===== src/rtl/pcmd_pkg.sv =====
// pcmd_pkg: shared constants, types and codes of the pointer click and motion detector
// no dependencies; imported by every module of the block but pcmd_state_ram
`default_nettype none

package pcmd_pkg;

    localparam int MICE     = 4;
    localparam int BUTTONS  = 10;
    localparam int AXES     = 4;
    localparam int MOUSE_AW = 2;   // address of one device entry, MICE entries
    localparam int AXIS_W   = 16;
    localparam int TIME_W   = 32;
    localparam int CFG_W    = 16;
    localparam int IN_DW    = 112;
    localparam int OUT_DW   = 112;

    // operation selector
    localparam logic OP_BUTTON = 1'b0;
    localparam logic OP_MOTION = 1'b1;

    // configuration register indexes
    localparam logic CFG_WINDOW   = 1'b0;
    localparam logic CFG_DISTANCE = 1'b1;

    localparam logic [CFG_W-1:0] WINDOW_RESET   = 16'd300;
    localparam logic [CFG_W-1:0] DISTANCE_RESET = 16'd2;

    // result kinds
    localparam logic [2:0] EV_MOVE   = 3'd0;
    localparam logic [2:0] EV_DOWN   = 3'd1;
    localparam logic [2:0] EV_UP     = 3'd2;
    localparam logic [2:0] EV_CLICK  = 3'd3;
    localparam logic [2:0] EV_DOUBLE = 3'd4;

    localparam logic [3:0] NO_BUTTON = 4'hf;

    typedef logic signed [AXIS_W-1:0] t_axis;
    typedef logic [2:0]               t_kind;

    typedef struct packed {
        logic                   op;
        logic [2:0]             mouse;
        logic [3:0]             button;
        logic                   pressed;
        logic [2:0]             axis_count;
        t_axis [AXES-1:0]       ax;
        logic [TIME_W-1:0]      time_tick;
        logic [2:0]             mods;
    } t_item;

    // one state entry per device
    typedef struct packed {
        t_axis [AXES-1:0]       pos;
        logic [2:0]             axis_cnt;
        logic                   click_valid;
        logic [3:0]             click_btn;
        logic [TIME_W-1:0]      click_time;
        t_axis [AXES-1:0]       click_pos;
    } t_entry;

    localparam t_entry ENTRY_RESET = '{
        pos:         '0,
        axis_cnt:    '0,
        click_valid: 1'b0,
        click_btn:   NO_BUTTON,
        click_time:  '0,
        click_pos:   '0
    };

    // results of one item, handed from the update logic to the event queue
    typedef struct packed {
        logic [1:0]             count;
        t_kind [2:0]            kinds;
        logic [AXES-1:0]        mask;
    } t_res;

    typedef struct packed {
        logic [2:0]             mouse;
        logic [3:0]             button;
        logic [3:0]             mask;
        logic [2:0]             mods;
        logic [TIME_W-1:0]      time_tick;
        t_axis [3:0]            ax;
    } t_evt;

endpackage

`default_nettype wire


===== src/rtl/pcmd_state_ram.sv =====
// pcmd_state_ram: generic single-port-write, single-port-read ram with registered read
// no dependencies
`default_nettype none

module pcmd_state_ram #(
    parameter int DATA_W = 8,
    parameter int DEPTH  = 4,
    parameter int ADDR_W = 2
) (
    input  wire logic              i_clk,
    input  wire logic              i_we,
    input  wire logic [ADDR_W-1:0] i_waddr,
    input  wire logic [DATA_W-1:0] i_wdata,
    input  wire logic              i_re,
    input  wire logic [ADDR_W-1:0] i_raddr,
    output logic      [DATA_W-1:0] o_rdata
);

    logic [DATA_W-1:0] r_mem [DEPTH];

    always_ff @(posedge i_clk) begin
        if (i_we) begin
            r_mem[i_waddr] <= i_wdata;
        end
    end

    always_ff @(posedge i_clk) begin
        if (i_re) begin
            o_rdata <= r_mem[i_raddr];
        end
    end

endmodule

`default_nettype wire


===== src/rtl/pcmd_update.sv =====
// pcmd_update: read-modify-write logic for one device entry and result selection
// depends on pcmd_pkg
`default_nettype none

module pcmd_update
    import pcmd_pkg::*;
(
    input  wire t_item            i_item,
    input  wire t_entry           i_old,
    input  wire logic [CFG_W-1:0] i_window,
    input  wire logic [CFG_W-1:0] i_distance,
    output t_entry                o_new,
    output t_res                  o_res
);

    logic [2:0]        n_axes;
    logic [2:0]        click_cnt;
    logic [AXES-1:0]   mask;
    logic              btn_ok;
    logic [TIME_W-1:0] dt;
    logic              match;
    logic              near;
    logic              record;
    logic [16:0]       diff [AXES];
    logic [16:0]       dist_abs [AXES];
    logic [1:0]        k;

    always_comb begin
        n_axes = (i_item.axis_count > 3'(AXES)) ? 3'(AXES) : i_item.axis_count;
        for (int i = 0; i < AXES; i++) begin
            mask[i] = (3'(i) < n_axes) && (i_old.pos[i] != i_item.ax[i]);
        end

        o_new = i_old;
        if (mask != '0) begin
            for (int i = 0; i < AXES; i++) begin
                if (3'(i) < n_axes) begin
                    o_new.pos[i] = i_item.ax[i];
                end
            end
            o_new.axis_cnt = n_axes;
        end

        click_cnt = (o_new.axis_cnt > 3'(AXES)) ? 3'(AXES) : o_new.axis_cnt;
        btn_ok = (i_item.op == OP_BUTTON) && (i_item.button != '0)
                 && (i_item.button <= 4'(BUTTONS));

        // elapsed ticks wrap modulo 2^32
        dt    = i_item.time_tick - i_old.click_time;
        match = i_old.click_valid && (i_old.click_btn == i_item.button)
                && (dt <= {{(TIME_W-CFG_W){1'b0}}, i_window});

        near = 1'b1;
        for (int i = 0; i < AXES; i++) begin
            diff[i] = {i_item.ax[i][AXIS_W-1], i_item.ax[i]}
                      - {i_old.click_pos[i][AXIS_W-1], i_old.click_pos[i]};
            dist_abs[i] = diff[i][16] ? (17'd0 - diff[i]) : diff[i];
            if ((3'(i) < click_cnt) && (dist_abs[i] > {1'b0, i_distance})) begin
                near = 1'b0;
            end
        end

        o_res.kinds = {EV_MOVE, EV_MOVE, EV_MOVE};
        o_res.mask  = mask;
        k = '0;
        if (mask != '0) begin
            o_res.kinds[k] = EV_MOVE;
            k = k + 2'd1;
        end

        record = i_item.pressed;
        if (btn_ok) begin
            o_res.kinds[k] = i_item.pressed ? EV_DOWN : EV_UP;
            k = k + 2'd1;
            if (match) begin
                if (near) begin
                    o_res.kinds[k] = i_item.pressed ? EV_DOUBLE : EV_CLICK;
                    k = k + 2'd1;
                    record = 1'b0;
                    // a double click clears the reference; a click keeps it armed
                    if (i_item.pressed) begin
                        o_new.click_btn   = NO_BUTTON;
                        o_new.click_valid = 1'b0;
                    end
                end else begin
                    record = 1'b1;
                end
            end
            if (record) begin
                o_new.click_btn   = i_item.button;
                o_new.click_valid = 1'b1;
                o_new.click_time  = i_item.time_tick;
                for (int i = 0; i < AXES; i++) begin
                    if (3'(i) < click_cnt) begin
                        o_new.click_pos[i] = i_item.ax[i];
                    end
                end
            end
        end
        o_res.count = k;
    end

endmodule

`default_nettype wire


===== src/rtl/pcmd_event_queue.sv =====
// pcmd_event_queue: output register holding the up to three results of one item
// depends on pcmd_pkg
`default_nettype none

module pcmd_event_queue
    import pcmd_pkg::*;
(
    input  wire logic i_clk,
    input  wire logic i_rst_n,
    input  wire logic i_load,
    input  wire t_res i_res,
    input  wire t_evt i_evt,
    input  wire logic i_ready,
    output logic      o_free,
    output logic      o_valid,
    output logic      o_last,
    output t_kind     o_kind,
    output t_evt      o_evt
);

    logic [1:0]  r_left;
    logic [1:0]  n_left;
    t_kind [2:0] r_kinds;
    t_evt        r_evt;
    logic        xfer;

    assign o_valid = (r_left != '0);
    assign o_last  = (r_left == 2'd1);
    assign xfer    = o_valid && i_ready;
    assign o_free  = (r_left == '0) || (o_last && i_ready);
    assign o_kind  = r_kinds[0];

    // button only on button events, mask only on the move event
    always_comb begin
        o_evt = r_evt;
        if (r_kinds[0] == EV_MOVE) begin
            o_evt.button = '0;
        end else begin
            o_evt.mask = '0;
        end
    end

    always_comb begin
        n_left = r_left;
        if (i_load) begin
            n_left = i_res.count;
        end else if (xfer) begin
            n_left = r_left - 2'd1;
        end
    end

    always_ff @(posedge i_clk) begin
        if (!i_rst_n) begin
            r_left <= '0;
        end else begin
            r_left <= n_left;
        end
    end

    always_ff @(posedge i_clk) begin
        if (i_load) begin
            r_kinds        <= i_res.kinds;
            r_evt          <= i_evt;
        end else if (xfer) begin
            r_kinds <= {EV_MOVE, r_kinds[2], r_kinds[1]};
        end
    end

endmodule

`default_nettype wire


===== src/rtl/pointer_click_motion_detector.sv =====
// pointer_click_motion_detector: top level, input stage, state ram with forwarding, config
// depends on pcmd_pkg, pcmd_state_ram, pcmd_update, pcmd_event_queue
//
//  port group     dir  payload
//  s_axis_*       in   tuser: operation; tdata: device, button, press, axes, time, modifiers
//  m_axis_*       out  tuser: event kind; tdata: device..axes; tlast: last of run
//  i_cfg_*        in   register index, 16-bit write data, no read-back
//
// an item that causes at most one result does not hold up the next while the output is
// not stalled; otherwise the output register sets the pace, and the next item waits.
// the device entry is read at transfer and written back when the item leaves the input
// stage; a write to the entry being read is forwarded from the last-write register.
// reset clears all device entries at once through per-entry valid flags.
// a stalled output holds the input stage, and tready falls only while it is full.
`default_nettype none

module pointer_click_motion_detector
    import pcmd_pkg::*;
(
    input  wire logic              i_clk,
    input  wire logic              i_rst_n,
    input  wire logic              s_axis_tvalid,
    output logic                   s_axis_tready,
    // tdata: mouse_index, button_index, pressed, axis_count, axis_0..axis_3, tick_time,
    //        modifier_flags, 2 zero bits
    input  wire logic [IN_DW-1:0]  s_axis_tdata,
    // tuser: operation
    input  wire logic              s_axis_tuser,
    output logic                   m_axis_tvalid,
    input  wire logic              m_axis_tready,
    // tdata: event_mouse, event_button, changed_axes, event_modifiers, event_time,
    //        out_axis_0..out_axis_3, 2 zero bits
    output logic      [OUT_DW-1:0] m_axis_tdata,
    // tuser: event_kind
    output logic      [2:0]        m_axis_tuser,
    output logic                   m_axis_tlast,
    input  wire logic              i_cfg_we,
    input  wire logic              i_cfg_addr,
    input  wire logic [CFG_W-1:0]  i_cfg_wdata
);

    logic [CFG_W-1:0]    r_window;
    logic [CFG_W-1:0]    r_distance;

    t_item               in_item;
    logic                accept;
    logic [2:0]          in_addr_full;
    logic                in_ok;

    logic                r_s1_v;
    t_item               r_s1_item;
    logic [MOUSE_AW-1:0] r_s1_addr;
    logic                r_s1_ok;
    logic                r_rd_init;
    logic                fire;

    logic [MICE-1:0]     r_init;
    logic                r_fwd_v;
    logic [MOUSE_AW-1:0] r_fwd_addr;
    t_entry              r_fwd_data;

    logic [$bits(t_entry)-1:0] rdata;
    t_entry              old_entry;
    t_entry              new_entry;
    t_res                res;
    t_evt                evt_in;
    t_evt                evt_out;
    t_kind               out_kind;
    logic                q_free;
    logic                mem_we;

    assign in_item.op         = s_axis_tuser;
    assign in_item.mouse      = s_axis_tdata[2:0];
    assign in_item.button     = s_axis_tdata[6:3];
    assign in_item.pressed    = s_axis_tdata[7];
    assign in_item.axis_count = s_axis_tdata[10:8];
    assign in_item.ax[0]      = s_axis_tdata[26:11];
    assign in_item.ax[1]      = s_axis_tdata[42:27];
    assign in_item.ax[2]      = s_axis_tdata[58:43];
    assign in_item.ax[3]      = s_axis_tdata[74:59];
    assign in_item.time_tick  = s_axis_tdata[106:75];
    assign in_item.mods       = s_axis_tdata[109:107];

    assign in_addr_full  = in_item.mouse - 3'd1;
    assign in_ok         = (in_item.mouse != '0) && ({1'b0, in_item.mouse} <= 4'(MICE));
    assign fire          = r_s1_v && q_free;
    assign s_axis_tready = !r_s1_v || fire;
    assign accept        = s_axis_tvalid && s_axis_tready;
    assign mem_we        = fire && r_s1_ok;

    // config registers
    always_ff @(posedge i_clk) begin
        if (!i_rst_n) begin
            r_window   <= WINDOW_RESET;
            r_distance <= DISTANCE_RESET;
        end else if (i_cfg_we) begin
            case (i_cfg_addr)
                CFG_WINDOW:   r_window   <= i_cfg_wdata;
                CFG_DISTANCE: r_distance <= i_cfg_wdata;
                default:      r_window   <= r_window;
            endcase
        end
    end

    // input stage, the entry read is issued on the same transfer
    always_ff @(posedge i_clk) begin
        if (!i_rst_n) begin
            r_s1_v <= 1'b0;
        end else if (accept) begin
            r_s1_v <= 1'b1;
        end else if (fire) begin
            r_s1_v <= 1'b0;
        end
    end

    always_ff @(posedge i_clk) begin
        if (accept) begin
            r_s1_item <= in_item;
            r_s1_addr <= in_addr_full[MOUSE_AW-1:0];
            r_s1_ok   <= in_ok;
            r_rd_init <= r_init[in_addr_full[MOUSE_AW-1:0]];
        end
    end

    pcmd_state_ram #(
        .DATA_W ($bits(t_entry)),
        .DEPTH  (MICE),
        .ADDR_W (MOUSE_AW)
    ) u_ram (
        .i_clk   (i_clk),
        .i_we    (mem_we),
        .i_waddr (r_s1_addr),
        .i_wdata (new_entry),
        .i_re    (accept),
        .i_raddr (in_addr_full[MOUSE_AW-1:0]),
        .o_rdata (rdata)
    );

    // entry valid flags and last-write register
    always_ff @(posedge i_clk) begin
        if (!i_rst_n) begin
            r_init  <= '0;
            r_fwd_v <= 1'b0;
        end else if (mem_we) begin
            r_init[r_s1_addr] <= 1'b1;
            r_fwd_v           <= 1'b1;
        end
    end

    always_ff @(posedge i_clk) begin
        if (mem_we) begin
            r_fwd_addr <= r_s1_addr;
            r_fwd_data <= new_entry;
        end
    end

    always_comb begin
        if (r_fwd_v && (r_fwd_addr == r_s1_addr)) begin
            old_entry = r_fwd_data;
        end else if (r_rd_init) begin
            old_entry = t_entry'(rdata);
        end else begin
            old_entry = ENTRY_RESET;
        end
    end

    pcmd_update u_update (
        .i_item     (r_s1_item),
        .i_old      (old_entry),
        .i_window   (r_window),
        .i_distance (r_distance),
        .o_new      (new_entry),
        .o_res      (res)
    );

    always_comb begin
        evt_in.mouse     = r_s1_item.mouse;
        evt_in.button    = r_s1_item.button;
        evt_in.mask      = 4'(res.mask);
        evt_in.mods      = r_s1_item.mods;
        evt_in.time_tick = r_s1_item.time_tick;
        evt_in.ax        = r_s1_item.ax;
    end

    pcmd_event_queue u_queue (
        .i_clk   (i_clk),
        .i_rst_n (i_rst_n),
        .i_load  (mem_we),
        .i_res   (res),
        .i_evt   (evt_in),
        .i_ready (m_axis_tready),
        .o_free  (q_free),
        .o_valid (m_axis_tvalid),
        .o_last  (m_axis_tlast),
        .o_kind  (out_kind),
        .o_evt   (evt_out)
    );

    assign m_axis_tuser = out_kind;
    assign m_axis_tdata = {2'b00, evt_out.ax[3], evt_out.ax[2], evt_out.ax[1],
                           evt_out.ax[0], evt_out.time_tick, evt_out.mods,
                           evt_out.mask, evt_out.button, evt_out.mouse};

    // a run that is not finished keeps the output valid
    a_run_continues: assert property (@(posedge i_clk) disable iff (!i_rst_n)
        m_axis_tvalid && m_axis_tready && !m_axis_tlast |=> m_axis_tvalid)
        else $error("result run broken off");

    // a write-back always leaves the forwarding register holding that entry
    a_fwd_tracks: assert property (@(posedge i_clk) disable iff (!i_rst_n)
        mem_we |=> r_fwd_v && (r_fwd_addr == $past(r_s1_addr)))
        else $error("forwarding register out of step with write-back");

    // the input side stalls only behind a held item
    a_ready_only_full: assert property (@(posedge i_clk) disable iff (!i_rst_n)
        !s_axis_tready |-> r_s1_v && !q_free)
        else $error("input stalled without a held item");

    // an item for an unknown device never touches the state
    a_bad_mouse_quiet: assert property (@(posedge i_clk) disable iff (!i_rst_n)
        fire && !r_s1_ok |=> !$past(mem_we) && ($past(r_init) == r_init))
        else $error("state written for an invalid device");

endmodule

`default_nettype wire


===== config.mk =====
export PLATFORM = sky130hd
export DESIGN_NAME = pointer_click_motion_detector
export DESIGN_NICKNAME = d
export VERILOG_FILES = /design/src/rtl/pcmd_pkg.sv /design/src/rtl/pcmd_state_ram.sv /design/src/rtl/pcmd_update.sv /design/src/rtl/pcmd_event_queue.sv /design/src/rtl/pointer_click_motion_detector.sv
export SDC_FILE = /design/constraint.sdc
export NUM_CORES = 2
export LEC_CHECK = 0
export BUFFER_PORTS_ARGS = -buffer_cell sky130_fd_sc_hd__buf_2
export CAP_MARGIN = 30
export CELL_PAD_IN_SITES_DETAIL_PLACEMENT = 0
export CELL_PAD_IN_SITES_GLOBAL_PLACEMENT = 1
export CORE_ASPECT_RATIO = 1.25
export CORE_MARGIN = 2
export CORE_UTILIZATION = 35
export DETAILED_ROUTE_END_ITERATION = 8
export PLACE_DENSITY = 0.66
export RECOVER_POWER = 25
export SYNTH_ARGS = -nofsm -noshare
export SYNTH_HDL_FRONTEND = slang
export SYNTH_SLANG_ARGS = --single-unit

===== constraint.sdc =====
create_clock -name i_clk -period 16.1 [get_ports i_clk]
set_input_delay 0 -clock i_clk [delete_from_list [all_inputs] [get_ports i_clk]]
set_output_delay 0 -clock i_clk [all_outputs]
set_load 0.01 [all_outputs]

==> results.md <==
Final layout:
- The fraction of the core area covered by cells at the end of the flow is between 40 and 50%.
- After the last flow step, the layout net total stands at roughly 4800.
- The top cell types in the final layout, fill and taps aside, are 1243 x sky130_fd_sc_hd__edfxtp_1, 296 x sky130_fd_sc_hd__a21oi_1, 258 x sky130_fd_sc_hd__dlygate4sd3_1.
- The fraction of final layout cells with drive strength greater than 1 is a little over an eighth.
- Excluding fillers, the count of instances in the completed layout stands at 6776.
- The layout has between 15000 and 20000 filler cells.
- Relative to the synthesized area, the layout overhead comes to 16.8%.
- The most common cell after layout, fill and taps aside is sky130_fd_sc_hd__edfxtp_1.
- The area of all placed cells without fillers is 0.0689 mm2.

CTS:
- TritonCTS built the clock tree.
- The CTS H-tree depth is 4.
- The clock-pin slew on the worst setup and hold paths is ~60 ps.
- The number of sinks handled by clock tree synthesis is roughly 1300.
- At the later pin of the worst-skew pair, clock insertion delay measures ~800 ps.
- Counting along the longest clock path gives a buffer depth of 3.
- In this run, post-CTS repair resized a total of 0 instances.
- TritonCTS created between 100 and 150 clock buffers.
- The root buffer cell is sky130_fd_sc_hd__clkbuf_16.
- The number of setup buffers added after CTS is 0.

Global routing:
- The largest net degree at the start of global routing is 134.
- The initial antenna violation count came to 3.
- The global-route wire length before repair is approximately 230000 um.
- Summed over all layers, the global routing overflow is 0.
- The number of global-route vias before repair is between 30000 and 40000.
- For this run, the total global-route usage over all layers was measured as between 10% and 20%.

Timing:
- In this run the tightest slew margin relative to its limit is -403%.
- Setup repair after global routing left no endpoint under its margin.
- For the final routed database, the setup TNS stands at 0 ps.
- Setup violations remaining at the end of the flow were counted as 0.
- The fraction of the cycle the final worst path needs is between 60% and 70%.
- Subtracting the final worst setup slack from the clock period gives ~10000 ps.
- The final-layout worst hold slack is ~92 ps.
- The maximum clock rate is 0.0959 GHz.
- The final-report max-slew violation count was 381.
- After layout, the worst setup slack is about 5700 ps.
- The number of failing hold endpoints at the final stage was 0.
- At the pin with the least slew margin, the transition time is between 7000 and 8000 ps.
- The clock arrives with roughly 30 ps of skew.

Route:
- The iteration-0 DRC count of the detailed router is 2880.
- In the routed design, unresolved DRC markers number 0.
- In the routed layout, each cell is associated on average with a via count of about 5.3.
- In the final routed layout, each cell accounts on average for around 23 um.
- The via count is 36100.
- For this block, the routed nets add up to 155000 um of wire.
- The count of nets left with antenna violations after detail routing is 0.
- For this run, the detailed router's first-pass iteration total came to 5.

Power and ir drop:
- The combinational group share of total power is 18.8%.
- Summed over all nets, the switching power comes to about 2.5 mW.
- The clock network accounts for a little over a third of the total power.
- The internal power of the cells totals ~6.4 mW.
- The design draws about 9 mW.
- The proportion of power drawn by flip-flops and latches is between 40% and 50%.
- The leakage power is 23.6 nW.
- The share of total power consumed by net switching is 27.9%.
- The total power per unit cell area is approximately 130 mW/mm2.
- The worst vdd rail ir drop is between 100 and 150 uV.

Logic synthesis:
- In the post-synthesis netlist, the biggest area contributors are sky130_fd_sc_hd__edfxtp_1 63%, sky130_fd_sc_hd__mux4_2 6.5%, sky130_fd_sc_hd__ha_1 3.9%, sky130_fd_sc_hd__a21oi_1 2.5%, sky130_fd_sc_hd__xnor2_1 1.8%.
- The library cell occupying the most area in the post-synthesis netlist is sky130_fd_sc_hd__edfxtp_1.
- For this run, the number of Yosys warnings is 0.
- The sequential-to-total area share from yosys stat is 64.7%.
- The combinational family with the most area after synthesis is compound AO/OA/AOI/OAI gates.
- The compound-gate portion of the synthesized area is 9.62%.
- Of all flip-flops after synthesis, the portion carrying an async set or reset was 0%.
- The xor and xnor area share after synthesis is under 10%.
- The synthesized netlist devotes 7.03% of its cell area to simple gates.
- In this run, distinct cell masters in the synthesized netlist total slightly above 100.
- The flop and latch count out of synthesis is 1283.
- After Yosys synthesis, full adders, half adders and majority gates account for under 10% of the synthesized area.
- The number of flops mapped to enable cells by yosys is around 1200.
- The mean cell area of the mapped netlist is ~15 um2.
- For this run, the leading register cell type out of synthesis is sky130_fd_sc_hd__edfxtp_1.
- The share of cell area taken by muxes after synthesis is under 10%.
- Of the post-synthesis cell area, the dominant cell type holds between 60% and 70%.
- The area of the mapped netlist is around 0.059 mm2.
- The number of instances in the synthesized netlist is a little over 4000.

Worst hold path:
- The origin of the worst min-delay path is i_cfg_wdata[0].
- The class of the tightest hold or removal check is input port to flip-flop.

Worst setup path:
- The cell with the biggest individual delay on the critical path is sky130_fd_sc_hd__dfxtp_4.
- The worst setup path is captured at a flip-flop.
- The critical path arrival is around 11000 ps.
- The top cell family by delay on the critical path is compound AO/OA/AOI/OAI gates.
- The required time reported for the critical path endpoint is 16610 ps.
- The delay of the slowest cell on the worst path is a little over 800 ps.
- The launching element type of the critical path is a flip-flop.
- The reg-to-reg startpoint is r_fwd_v.
- The worst setup path startpoint is r_fwd_v.
- In this run the worst path has a maximum fanout of roughly 130.
- The worst setup path is of the flip-flop to flip-flop kind.
- Together, buffers and inverters on the worst path number 5.

Placement:
- After legalization and detailed placement, the total HPWL measured around 95000 um.
- Including well taps, the total number of placed cells is approximately 6300.
- The routability congestion estimate is around 0.86.
- After detailed placement, the total cell area comes to approximately 0.062 mm2.
- OpenSTA, run right after detailed placement, puts the worst setup slack at ~5600 ps.
- During placement, the flow inserted port buffers numbering 248.

Outcome:
- The run finished, with violations left.
- The final reports fail on capacitance limit, slew limit.

Floorplan:
- The die footprint is between 0.15 and 0.2 mm2.
- The number of cell rows is 168.
- In this run the standard cell core region covers about 0.17 mm2.
- The starting density of the core is a little over a third.
- In this run the horizontal extent of the chip is ~370 um.
- The die extent in y is 463 um.
- around 250 I/O pins were placed.

Run:
- The number of maximum-capacitance violations is 9.
[logic make-up after synthesis]
family,after synthesis
buffers and inverters,455
adders and majority gates,188
and+or+nand+nor,804
muxes,271
other,1
xor gates and xnor gates,174
DFF,1283
AOI/OAI and AO/OA,877
[flip-flops by register name, indices dropped and copies added (netlist names), 8 cells and up]
register,flops
u_ram.r_mem,672
u_queue.r_evt,8
u_ram.o_rdata,168
u_queue.o_evt,102
evt_in,106
r_distance,16
r_window,16
r_fwd_data,168
[cell type report]
type / instances / area (um2) / area share (%)
tap: 2210 / 2770 / 4.02
timing repair buffer: 563 / 4200 / 6.10
clock buffer: 163 / 3620 / 5.26
sequential: 1283 / 38100 / 55.4
antenna: 3 / 7.51 / 0.0109
inverter: 153 / 576 / 0.836
multi-input combinational: 2316 / 18700 / 27.1
clock inverter: 85 / 896 / 1.30
[power by group through the flow]
| stage | Sequential (mW) | Combinational (mW) | Clock (mW) |
|---|---|---|---|
| after floorplan | 4.13 | 1.20 | 0 |
| after global placement | 4.13 | 1.62 | 0 |
| after detailed placement | 4.13 | 1.64 | 0 |
| after CTS | 4.06 | 1.70 | 3.28 |
| after global routing | 4.09 | 1.87 | 3.40 |
| final | 4.07 | 1.68 | 3.19 |
[layer usage]
| layer | up-vias | GRT usage [%] | part of all wire (%) |
|---|---|---|---|
| met4 | 0 | 3.67 | 1.4 |
| met5 | - | 0 | 0 |
| met1 | 18400 | 23.9 | 44 |
| met2 | 994 | 30.8 | 50 |
| met3 | 163 | 2.90 | 5.1 |
| li1 | 16500 | - | - |
[synth_stat cells, types with 45 or more instances]
cell / n
sky130_fd_sc_hd__xor2_1: 48
sky130_fd_sc_hd__ha_1: 184
sky130_fd_sc_hd__xnor2_1: 123
sky130_fd_sc_hd__nand4_1: 55
sky130_fd_sc_hd__nor2_1: 123
sky130_fd_sc_hd__buf_4: 112
sky130_fd_sc_hd__and3_1: 108
sky130_fd_sc_hd__a31oi_1: 73
sky130_fd_sc_hd__edfxtp_1: 1243
sky130_fd_sc_hd__mux4_2: 169
sky130_fd_sc_hd__o21ai_0: 141
sky130_fd_sc_hd__nand3_1: 45
sky130_fd_sc_hd__nor3_1: 64
sky130_fd_sc_hd__clkbuf_1: 126
sky130_fd_sc_hd__a21oi_1: 296
sky130_fd_sc_hd__nand2_1: 236
sky130_fd_sc_hd__mux2i_1: 83
sky130_fd_sc_hd__inv_1: 150
sky130_fd_sc_hd__a21o_1: 53
[path summary, 6_finish.rpt]
path | endpoint | slack, ps | cells past startpoint
setup reg to reg | u_ram.r_mem[3][64] | 5670 | 31
hold reg to reg | u_queue.o_evt[97] | 420 | 0
hold / removal | r_window[0] | 90 | 4
setup / recovery | u_ram.r_mem[3][64] | 5670 | 31
[what timing repair did]
action / 4_1_cts / 5_1_grt
hold endpoints to repair: 211 / 0
hold buffers: 258 / 0
setup endpoints to repair: 0 / 0
[tightest hold or removal path, stage by stage]
cell and delay (ps):
sky130_fd_sc_hd__dlygate4sd3_1 530, sky130_fd_sc_hd__buf_2 170, sky130_fd_sc_hd__nand2_1 60, sky130_fd_sc_hd__a21boi_0 60
No activity file was read; power rests on OpenSTA's default activity.
